<file path="src/q8bdp_pkg.sv">
// ----------------------------------------------------------------------------
// q8bdp_pkg - shared types, constants and helpers of the Q8_0 dot product
// Lane arithmetic, fp16/fp32 unpacking and the controller/datapath bundles.
// ----------------------------------------------------------------------------
package q8bdp_pkg;

  localparam int LANES       = 8;
  localparam int BLOCK_ELEMS = 32;
  localparam int BEATS_RAW   = BLOCK_ELEMS / LANES;
  localparam int BEATS       = (BEATS_RAW > 0) ? BEATS_RAW : 1;
  localparam int BEAT_W      = (BEATS > 1) ? $clog2(BEATS) : 1;

  // block sums stay within -520192 .. 524288
  localparam int SUM_W = 21;
  // working mantissa and exponent of the normalizer
  localparam int MW    = 50;
  localparam int EW    = 12;

  localparam logic [31:0] CANON_NAN = 32'h7FC0_0000;
  localparam logic [30:0] INF_MAG   = 31'h7F80_0000;

  localparam logic signed [EW-1:0] E_MIN     = -12'sd175;
  localparam logic signed [EW-1:0] E_FLUSH   = -12'sd225;
  localparam logic signed [EW-1:0] E_BIAS_OF = 12'sd176;
  localparam logic signed [EW-1:0] E_INF     = 12'sd255;
  localparam logic signed [EW-1:0] ADD_OFS   = 12'sd25;

  localparam logic [1:0] OP_CONV = 2'd0;
  localparam logic [1:0] OP_MULX = 2'd1;
  localparam logic [1:0] OP_MULY = 2'd2;
  localparam logic [1:0] OP_ADD  = 2'd3;

  typedef struct packed {
    logic                 nan;
    logic                 inf;
    logic                 zero;
    logic                 sign;
    logic signed [EW-1:0] e;
    logic [23:0]          m;
  } fp_unp_t;

  typedef struct packed {
    logic       accept;
    logic       setup;
    logic [1:0] op;
    logic       norm_step;
    logic       write;
    logic       emit;
  } q8bdp_cmd_t;

  typedef struct packed {
    logic beat_last;
    logic special;
    logic norm_done;
  } q8bdp_stat_t;

  function automatic fp_unp_t unpack32(input logic [31:0] b);
    fp_unp_t u;
    u      = '0;
    u.sign = b[31];
    if (b[30:23] == 8'hFF) begin
      u.nan = (b[22:0] != 23'd0);
      u.inf = (b[22:0] == 23'd0);
    end else if (b[30:23] == 8'd0) begin
      if (b[22:0] == 23'd0) begin
        u.zero = 1'b1;
      end else begin
        u.m = {1'b0, b[22:0]};
        u.e = -12'sd149;
      end
    end else begin
      u.m = {1'b1, b[22:0]};
      u.e = $signed({4'b0, b[30:23]}) - 12'sd150;
    end
    return u;
  endfunction

  function automatic fp_unp_t unpack16(input logic [15:0] h);
    fp_unp_t u;
    u      = '0;
    u.sign = h[15];
    if (h[14:10] == 5'h1F) begin
      u.nan = (h[9:0] != 10'd0);
      u.inf = (h[9:0] == 10'd0);
    end else if (h[14:10] == 5'd0) begin
      if (h[9:0] == 10'd0) begin
        u.zero = 1'b1;
      end else begin
        u.m = {14'b0, h[9:0]};
        u.e = -12'sd24;
      end
    end else begin
      u.m = {13'b0, 1'b1, h[9:0]};
      u.e = $signed({7'b0, h[14:10]}) - 12'sd25;
    end
    return u;
  endfunction

  // sum of the lane products of one transaction; lanes past the word are zero
  function automatic logic signed [SUM_W-1:0] beat_sum(input logic [63:0] x,
                                                       input logic [63:0] y);
    logic signed [SUM_W-1:0] acc;
    logic signed [7:0]       xa;
    logic signed [7:0]       ya;
    logic signed [15:0]      p;
    acc = '0;
    for (int i = 0; i < LANES; i++) begin
      if (i < 8) begin
        xa  = x[8*i +: 8];
        ya  = y[8*i +: 8];
        p   = xa * ya;
        acc = acc + {{(SUM_W-16){p[15]}}, p};
      end
    end
    return acc;
  endfunction

endpackage

</file>
<file path="src/q8bdp_ctrl.sv">
// ----------------------------------------------------------------------------
// q8bdp_ctrl - sequencer of the Q8_0 dot product
// Steps each completed block through convert, two multiplies and the add.
// ----------------------------------------------------------------------------
module q8bdp_ctrl
  import q8bdp_pkg::*;
(
  input  logic        clk,
  input  logic        rst_n,
  input  logic        in_valid,
  input  logic        in_last_of_vector,
  output logic        in_stall,
  output logic        out_valid,
  input  logic        out_stall,
  input  q8bdp_stat_t stat,
  output q8bdp_cmd_t  cmd
);

  localparam logic [1:0] S_IDLE  = 2'd0;
  localparam logic [1:0] S_OPSET = 2'd1;
  localparam logic [1:0] S_NORM  = 2'd2;
  localparam logic [1:0] S_EMIT  = 2'd3;

  logic [1:0] state_r, state_nxt;
  logic [1:0] op_r, op_nxt;
  logic       last_r, last_nxt;
  logic       out_valid_r, out_valid_nxt;
  logic       advance;

  assign in_stall  = (state_r != S_IDLE);
  assign out_valid = out_valid_r;

  always_comb begin
    cmd       = '0;
    cmd.op    = op_r;
    state_nxt = state_r;
    op_nxt    = op_r;
    last_nxt  = last_r;
    advance   = 1'b0;
    case (state_r)
      S_IDLE: begin
        if (in_valid) begin
          cmd.accept = 1'b1;
          last_nxt   = in_last_of_vector;
          if (stat.beat_last) begin
            op_nxt    = OP_CONV;
            state_nxt = S_OPSET;
          end else if (in_last_of_vector) begin
            state_nxt = S_EMIT;
          end
        end
      end
      S_OPSET: begin
        cmd.setup = 1'b1;
        if (stat.special) begin
          cmd.write = 1'b1;
          advance   = 1'b1;
        end else begin
          state_nxt = S_NORM;
        end
      end
      S_NORM: begin
        cmd.norm_step = !stat.norm_done;
        if (stat.norm_done) begin
          cmd.write = 1'b1;
          advance   = 1'b1;
        end
      end
      S_EMIT: begin
        if (!out_valid_r || !out_stall) begin
          cmd.emit  = 1'b1;
          state_nxt = S_IDLE;
        end
      end
      default: state_nxt = S_IDLE;
    endcase
    if (advance) begin
      if (op_r == OP_ADD) begin
        state_nxt = last_r ? S_EMIT : S_IDLE;
      end else begin
        op_nxt    = op_r + 2'd1;
        state_nxt = S_OPSET;
      end
    end
    out_valid_nxt = cmd.emit | (out_valid_r & out_stall);
  end

  always_ff @(posedge clk) begin
    if (!rst_n) begin
      state_r     <= S_IDLE;
      op_r        <= OP_CONV;
      last_r      <= 1'b0;
      out_valid_r <= 1'b0;
    end else begin
      state_r     <= state_nxt;
      op_r        <= op_nxt;
      last_r      <= last_nxt;
      out_valid_r <= out_valid_nxt;
    end
  end

  // never overwrite a result that is still held by the receiver
  a_emit_free: assert property (@(posedge clk) disable iff (!rst_n)
    cmd.emit |-> !(out_valid_r && out_stall))
    else $error("result loaded while output stalled");

  // normalizing only follows an operand setup
  a_norm_entry: assert property (@(posedge clk) disable iff (!rst_n)
    (state_r == S_NORM) |-> ($past(state_r) == S_OPSET || $past(state_r) == S_NORM))
    else $error("normalizer entered without setup");

  // an operation chain ends only after the accumulate
  a_chain_end: assert property (@(posedge clk) disable iff (!rst_n)
    (state_r != S_OPSET && state_r != S_NORM &&
     ($past(state_r) == S_OPSET || $past(state_r) == S_NORM))
    |-> ($past(op_r) == OP_ADD))
    else $error("operation chain left before accumulate");

endmodule

</file>
<file path="src/q8bdp_datapath.sv">
// ----------------------------------------------------------------------------
// q8bdp_datapath - lane MAC, fp32 multiply/add, normalizer and rounding
// Holds the block sum, the running fp32 sum and the output register.
// ----------------------------------------------------------------------------
module q8bdp_datapath
  import q8bdp_pkg::*;
(
  input  logic        clk,
  input  logic        rst_n,
  input  logic [63:0] in_x_quants,
  input  logic [63:0] in_y_quants,
  input  logic [15:0] in_x_scale,
  input  logic [15:0] in_y_scale,
  input  q8bdp_cmd_t  cmd,
  output q8bdp_stat_t stat,
  output logic [31:0] out_dot_value
);

  logic [BEAT_W-1:0]       beat_r;
  logic signed [SUM_W-1:0] bsum_r;
  logic [31:0]             acc_r;
  logic [31:0]             t_r;
  logic [15:0]             xs_r;
  logic [15:0]             ys_r;
  logic                    ws_r;
  logic signed [EW-1:0]    we_r;
  logic [MW-1:0]           wm_r;
  logic [31:0]             dot_r;

  logic signed [SUM_W-1:0] bsum_new;
  logic [SUM_W-1:0]        mag;
  fp_unp_t                 ua, ub, bg, sm;
  logic [47:0]             prod;
  logic                    a_big;
  logic [EW-1:0]           d_u;
  logic [MW-1:0]           bg_full, sm_full, sm_sh, sm_j;
  logic [2*MW-1:0]         shw;
  logic                    spec;
  logic [31:0]             spec_bits;
  logic                    ld_s;
  logic signed [EW-1:0]    ld_e;
  logic [MW-1:0]           ld_m;
  logic signed [EW-1:0]    bexp;
  logic                    inc;
  logic [30:0]             pack;
  logic [31:0]             rnd_bits;
  logic [31:0]             res_bits;
  logic [31:0]             res_canon;

  assign bsum_new       = bsum_r + beat_sum(in_x_quants, in_y_quants);
  assign stat.beat_last = (beat_r == BEAT_W'(BEATS - 1));
  assign out_dot_value  = dot_r;

  // operand setup: special values resolve at once, others load the normalizer
  always_comb begin
    ua        = unpack32(cmd.op == OP_ADD ? acc_r : t_r);
    ub        = (cmd.op == OP_ADD) ? unpack32(t_r)
              : unpack16(cmd.op == OP_MULX ? xs_r : ys_r);
    prod      = ua.m * ub.m;
    a_big     = (ua.e > ub.e) || (ua.e == ub.e && ua.m >= ub.m);
    bg        = a_big ? ua : ub;
    sm        = a_big ? ub : ua;
    d_u       = bg.e - sm.e;
    bg_full   = {1'b0, bg.m, 25'b0};
    sm_full   = {1'b0, sm.m, 25'b0};
    shw       = {sm_full, {MW{1'b0}}} >> d_u[5:0];
    sm_sh     = shw[2*MW-1:MW];
    if (d_u >= EW'(MW)) begin
      sm_j = {{(MW-1){1'b0}}, 1'b1};
    end else begin
      sm_j = {sm_sh[MW-1:1], sm_sh[0] | (|shw[MW-1:0])};
    end
    mag       = bsum_r[SUM_W-1] ? SUM_W'(-bsum_r) : SUM_W'(bsum_r);
    spec      = 1'b0;
    spec_bits = 32'd0;
    ld_s      = 1'b0;
    ld_e      = '0;
    ld_m      = '0;
    case (cmd.op)
      OP_CONV: begin
        if (bsum_r == '0) begin
          spec = 1'b1;
        end else begin
          ld_s = bsum_r[SUM_W-1];
          ld_m = {{(MW-SUM_W){1'b0}}, mag};
        end
      end
      OP_MULX, OP_MULY: begin
        ld_s = ua.sign ^ ub.sign;
        if (ua.nan || ub.nan || (ua.inf && ub.zero) || (ua.zero && ub.inf)) begin
          spec      = 1'b1;
          spec_bits = CANON_NAN;
        end else if (ua.inf || ub.inf) begin
          spec      = 1'b1;
          spec_bits = {ld_s, INF_MAG};
        end else if (ua.zero || ub.zero) begin
          spec      = 1'b1;
          spec_bits = {ld_s, 31'd0};
        end else begin
          ld_e = ua.e + ub.e;
          ld_m = {2'b0, prod};
        end
      end
      default: begin
        ld_s = bg.sign;
        if (ua.nan || ub.nan || (ua.inf && ub.inf && ua.sign != ub.sign)) begin
          spec      = 1'b1;
          spec_bits = CANON_NAN;
        end else if (ua.inf || ua.zero && !ub.zero) begin
          spec      = 1'b1;
          spec_bits = ua.inf ? acc_r : t_r;
        end else if (ub.inf || ub.zero && !ua.zero) begin
          spec      = 1'b1;
          spec_bits = ub.inf ? t_r : acc_r;
        end else if (ua.zero && ub.zero) begin
          spec      = 1'b1;
          spec_bits = {ua.sign & ub.sign, 31'd0};
        end else if (ua.e == ub.e && ua.m == ub.m && ua.sign != ub.sign) begin
          // exact cancellation rounds to positive zero
          spec      = 1'b1;
          spec_bits = 32'd0;
        end else begin
          ld_e = bg.e - ADD_OFS;
          ld_m = (bg.sign == sm.sign) ? bg_full + sm_j : bg_full - sm_j;
        end
      end
    endcase
  end

  assign stat.special   = spec;
  assign stat.norm_done = (wm_r == '0) ||
                          (we_r >= E_MIN && (wm_r[MW-1] || we_r == E_MIN));

  // round to nearest even; guard at bit 25, sticky below it
  always_comb begin
    bexp = we_r + E_BIAS_OF;
    inc  = wm_r[25] & ((|wm_r[24:0]) | wm_r[26]);
    pack = {(wm_r[MW-1] ? bexp[7:0] : 8'd0), wm_r[48:26]} + {30'd0, inc};
    if (wm_r[MW-1] && bexp >= E_INF) begin
      rnd_bits = {ws_r, INF_MAG};
    end else begin
      rnd_bits = {ws_r, pack};
    end
    res_bits = cmd.setup ? spec_bits : rnd_bits;
    if (res_bits[30:23] == 8'hFF && res_bits[22:0] != 23'd0) begin
      res_canon = CANON_NAN;
    end else begin
      res_canon = res_bits;
    end
  end

  always_ff @(posedge clk) begin
    if (!rst_n) begin
      beat_r <= '0;
      bsum_r <= '0;
      acc_r  <= 32'd0;
    end else begin
      if (cmd.accept) begin
        bsum_r <= bsum_new;
        beat_r <= stat.beat_last ? '0 : beat_r + BEAT_W'(1);
      end
      if (cmd.write && cmd.op == OP_ADD) begin
        acc_r  <= res_canon;
        bsum_r <= '0;
      end
      if (cmd.emit) begin
        acc_r  <= 32'd0;
        bsum_r <= '0;
        beat_r <= '0;
      end
    end
  end

  always_ff @(posedge clk) begin
    if (cmd.accept && stat.beat_last) begin
      xs_r <= in_x_scale;
      ys_r <= in_y_scale;
    end
    if (cmd.write) begin
      t_r <= res_bits;
    end
    if (cmd.setup && !spec) begin
      ws_r <= ld_s;
      we_r <= ld_e;
      wm_r <= ld_m;
    end else if (cmd.norm_step) begin
      if (we_r < E_FLUSH) begin
        // far below the subnormal range: only the sticky bit survives
        wm_r <= {{(MW-1){1'b0}}, |wm_r};
        we_r <= E_MIN;
      end else if (we_r < E_MIN) begin
        wm_r <= {1'b0, wm_r[MW-1:2], wm_r[1] | wm_r[0]};
        we_r <= we_r + 12'sd1;
      end else begin
        wm_r <= {wm_r[MW-2:0], 1'b0};
        we_r <= we_r - 12'sd1;
      end
    end
    if (cmd.emit) begin
      dot_r <= acc_r;
    end
  end

endmodule

</file>
<file path="src/q8_block_dot_product_top.sv">
// ----------------------------------------------------------------------------
// q8_block_dot_product_top - streaming Q8_0 block dot product
// Sums int8 lane products per 32-element block, scales by two fp16 scales and
// accumulates into an fp32 running sum with round-to-nearest-even.
// ----------------------------------------------------------------------------
// Usage:
//   Input channel (in_valid/in_stall) carries eight int8 lanes of x and y per
//   transaction; four transactions form a block, and the scales are sampled
//   on the fourth. in_last_of_vector closes the vector; a partial block is
//   dropped. Result channel (out_valid/out_stall) carries one fp32 dot_value
//   per vector, from an output register that holds while out_stall is high.
//   The first three beats of a block are taken without a stall. The
//   fourth beat runs the fp chain (convert, multiply x, multiply y, add) on
//   one shared normalizer that shifts one bit per cycle: each operation
//   takes a setup step and, when not a special value, normalizer steps
//   until the value is normalized. The chain is shortest when every step
//   is special and longest with subnormal scales or cancellation.
//   After the chain ends (or after a last beat that closes no block) the
//   result is loaded into the output register once that register is free;
//   input stalls until then; the next vector may start while it is held.
//   Reset (rst_n low, synchronous) clears the block sum, running sum and
//   the output valid.
// ----------------------------------------------------------------------------
module q8_block_dot_product_top
  import q8bdp_pkg::*;
(
  input  logic        clk,
  input  logic        rst_n,
  input  logic        in_valid,
  output logic        in_stall,
  input  logic [63:0] in_x_quants,
  input  logic [63:0] in_y_quants,
  input  logic [15:0] in_x_scale,
  input  logic [15:0] in_y_scale,
  input  logic        in_last_of_vector,
  output logic        out_valid,
  input  logic        out_stall,
  output logic [31:0] out_dot_value
);

  q8bdp_cmd_t  cmd;
  q8bdp_stat_t stat;

  q8bdp_ctrl u_ctrl (
    .clk               (clk),
    .rst_n             (rst_n),
    .in_valid          (in_valid),
    .in_last_of_vector (in_last_of_vector),
    .in_stall          (in_stall),
    .out_valid         (out_valid),
    .out_stall         (out_stall),
    .stat              (stat),
    .cmd               (cmd)
  );

  q8bdp_datapath u_dp (
    .clk           (clk),
    .rst_n         (rst_n),
    .in_x_quants   (in_x_quants),
    .in_y_quants   (in_y_quants),
    .in_x_scale    (in_x_scale),
    .in_y_scale    (in_y_scale),
    .cmd           (cmd),
    .stat          (stat),
    .out_dot_value (out_dot_value)
  );

endmodule

</file>
<file path="config.mk">
export PLATFORM = sky130hd
export DESIGN_NAME = q8_block_dot_product_top
export DESIGN_NICKNAME = d
export VERILOG_FILES = /design/src/q8bdp_pkg.sv /design/src/q8bdp_ctrl.sv /design/src/q8bdp_datapath.sv /design/src/q8_block_dot_product_top.sv
export SDC_FILE = /design/constraint.sdc
export NUM_CORES = 2
export LEC_CHECK = 0
export ABC_AREA = 0
export BUFFER_PORTS_ARGS = -buffer_cell sky130_fd_sc_hd__buf_2
export CORE_UTILIZATION = 57
export DETAILED_ROUTE_END_ITERATION = 12
export PLACE_DENSITY = 0.74
export SLEW_MARGIN = 20
export SYNTH_ARGS = -nofsm -noshare
export SYNTH_HDL_FRONTEND = slang
export SYNTH_SLANG_ARGS = --single-unit
</file>
<file path="constraint.sdc">
create_clock -name clk -period 17.1 [get_ports clk]
set_input_delay 1.71 -clock clk [delete_from_list [all_inputs] [get_ports clk]]
set_output_delay 1.71 -clock clk [all_outputs]
set_load 0.03 [all_outputs]
</file>
==> flow_summary.json <==
{
  "final_cell_mix": "inv_1 (1,429), fa_1 (1,064), nand2_1 (792), ha_1 (567), nor2_1 (426)",
  "initial_core_util_pct": 57.6,
  "drc": 0,
  "cpMostUsedCell": "a21oi_1",
  "cts_max_level": 1,
  "grt_antenna_before_repair": 4,
  "dr.pass1.iters": 12,
  "ys_ff_latch": 220,
  "hold_class": "reg2reg",
  "min_to": "u_dp.bsum_r[17]",
  "critPathRequiredTime_ns": 17.43,
  "worst_r2r_endpoint": "u_dp.wm_r[43]",
  "synth_cells": 7232,
  "globalplace.congestion": 1.09,
  "yosysWarnings": 0,
  "via_per_inst": 5.98,
  "timing.fmax_mhz": 70.4,
  "dpl.hpwl_um": 168000,
  "mostFrequentLayoutCell": "inv_1",
  "critPathKind": "reg2reg",
  "cts_setup_buffers": 0,
  "synth_edf_count": 159,
  "status": "complete, no violations",
  "avgSynthCellArea_um2": 8.68,
  "cts-buffers-inserted": 25,
  "fin_skew_ns": 0.0439,
  "synth_area_leaders": "fa_1 (34%), ha_1 (11%), inv_1 (8.5%), edfxtp_1 (7.6%), nand2_1 (4.7%)",
  "worst_path_largest_cell_delay_ns": 0.85,
  "setup_viol": 0,
  "drive_gt1_share_pct": 6.51,
  "rsz0062_at_grt": "no",
  "grt_max_degree": 69,
  "clkSlewWorstSetupHoldPaths_ns": 0.08,
  "drt-wirelength-per-cell_um": 23.2,
  "period_needed_ns": 14.21,
  "use_met3_pct": 6.22,
  "io_pins": 199,
  "cts_sinks": 220,
  "startpoint_type": "register",
  "critPathArrivalTime_ns": 14.54,
  "grt_busiest_layer": "met2",
  "die-area_um2": 111000,
  "async_reset_ff_share_pct": 0,
  "synth_nets": 9030,
  "r2r-start": "u_ctrl.op_r[0]",
  "yosysUniqueCellTypes": 104,
  "vias": 52000,
  "num_rows": 121,
  "fin_nets": 9058,
  "end_kind": "register",
  "grt_first_pass_wirelength_um": 313000,
  "nFillCells": 9547,
  "cts_tree": "done",
  "tns_ns": 0,
  "cts_root_buffer": "clkbuf_16",
  "gr-usage-met2_pct": 57.7,
  "drt_iter0_drc": 5005,
  "synth_area_leader_cell": "fa_1",
  "r2r_cells": 44,
  "cts_buffer_depth": 3,
  "synth_top_cell_area_share_pct": 33.9,
  "area_growth_pct": 5.21,
  "min_from": "u_dp.bsum_r[17]",
  "holdWs_ns": 0.470,
  "ant_nets": 0,
  "worst-path-buf-inv": 6,
  "ys_seq_area_share_pct": 9.55,
  "syn_area_um2": 62800,
  "grt_usage_pct": 36.6,
  "core_um2": 109000,
  "grt_overflow": 0,
  "fp.dieW_um": 334,
  "slew_violations": 0,
  "crit_fanout": 49,
  "regToRegSetupSlack_ns": 2.89,
  "holdPathStages": 2,
  "grt_use_met1_pct": 47.9,
  "cap_violations": 0,
  "slew_headroom_pct": 22.6,
  "path_delay_family": "compound AO/OA/AOI/OAI gates",
  "cts_hold_buffers": 0,
  "grt_pass1_vias": 53400,
  "yosys_most_used_dff": "edfxtp_1",
  "wl_um": 202000,
  "die_h_um": 334,
  "critical-path-slowest-cell": "inv_1",
  "post-route-period-util_pct": 83.1,
  "hold_violations": 0,
  "clk_latency_ns": 0.59,
  "cts_resized": 0,
  "worst-slew-pin-transition_ns": 1.16,
  "port_buffers": 198
}
registers in the layout, summed over array words and instances, names as in the netlist:
signal,flops
u_dp.out_dot_value,32
u_dp.acc_r,32
u_dp.we_r,12
u_dp.xs_r,16
u_ctrl.out_valid,1
u_dp.wm_r,50
u_dp.ys_r,16
u_ctrl.state_r,2
u_dp.beat_r,2
u_ctrl.last_r,1
u_dp.bsum_r,21
u_dp.t_r,32
u_dp.ws_r,1
u_ctrl.op_r,2
routing by layer:
layer  vias to the layer above  part of all wire [%]
li1                      23100                     -
met1                     25800                    39
met2                      2600                    45
met3                       518                   8.9
met4                         4                   6.9
met5                         -                 0.010
logic make-up (layout without fill, tap and decap cells):
family	after synthesis	count (layout)	synth area share, %
flip-flops	220	220	9.55
adder cells (fa/ha/maj)	1633	1633	45.3
AO/OA/AOI/OAI	1105	1105	11.5
other	0	2	0
buffers and inverters	1719	1766	10.4
XOR/XNOR	311	311	4.36
AND/OR/NAND/NOR	2037	2037	15.3
multiplexers	207	207	3.74
worst register-to-register path: cells and delay by family, from the launching register on:
family / cells / cell delay (ns)
compound gates: 21 / 5.31
fa+ha+maj: 4 / 1.94
buf+inv: 6 / 2.83
flops: 1 / 0.39
mux: 3 / 1.02
simple gates: 10 / 2.49
synthesized netlist by cell type, drive strengths merged (22+ instances only):
| cell type | instances |
|---|---|
| xnor2 | 242 |
| nor3 | 69 |
| o221ai | 22 |
| o22ai | 49 |
| ha | 569 |
| nor2b | 27 |
| a221oi | 24 |
| dfxtp | 61 |
| nor2 | 429 |
| edfxtp | 159 |
| o21ai | 246 |
| nand2 | 794 |
| mux2 | 52 |
| buf | 57 |
| and3 | 28 |
| or2 | 31 |
| a31oi | 28 |
| nand4 | 34 |
| a22oi | 42 |
| mux2i | 139 |
| nand3 | 97 |
| or3 | 31 |
| nor4 | 40 |
| and2 | 343 |
| a21o | 73 |
| a211oi | 31 |
| xor2 | 69 |
| a21oi | 306 |
| nand2b | 70 |
| o31ai | 26 |
| clkbuf | 216 |
| fa | 1064 |
| o21bai | 77 |
| inv | 1434 |
worst max-delay path by stage:
stage | startpoint | endpoint | slack, ns | depth (start not counted)
after floorplan | u_ctrl.op_r[0] | u_dp.wm_r[47] | 4.69 | 60
after global placement | u_ctrl.op_r[0] | u_dp.wm_r[47] | 3.72 | 43
after detailed placement | u_ctrl.op_r[0] | u_dp.wm_r[47] | 3.38 | 43
after CTS | u_ctrl.op_r[0] | u_dp.wm_r[47] | 3.38 | 43
after global routing | u_ctrl.op_r[0] | u_dp.wm_r[47] | 1.99 | 45
final | u_ctrl.op_r[0] | u_dp.wm_r[43] | 2.89 | 44
layout make-up:
| cell class | count | area (µm²) | area share, % |
|---|---|---|---|
| clock buffer | 30 | 674 | 1.02 |
| tap | 1414 | 1770 | 2.68 |
| clock inverter | 16 | 205 | 0.311 |
| antenna | 2 | 5.00 | 0.00758 |
| sequential | 220 | 6000 | 9.08 |
| timing repair buffer | 274 | 1560 | 2.36 |
| inverter | 1446 | 5430 | 8.22 |
| multi-input combinational | 5293 | 50400 | 76.3 |
metrics by stage:
stage          std cells  util (%)  worst slack [ns]  cell area [µm²]
2_1_floorplan       7232         -              4.69            62800
3_3_place_gp        8647      59.8              3.72            65200
3_5_place_dp        8647      59.8              3.38            65200
4_1_cts             8693      60.6              3.38            66100
5_1_grt             8694      60.6              1.99            66100
6_report            8695      60.6              2.89            66100
Power is left out: the tool's default activity adds up to more than one toggle a clock period on the data nets, which glitch-free logic cannot reach.
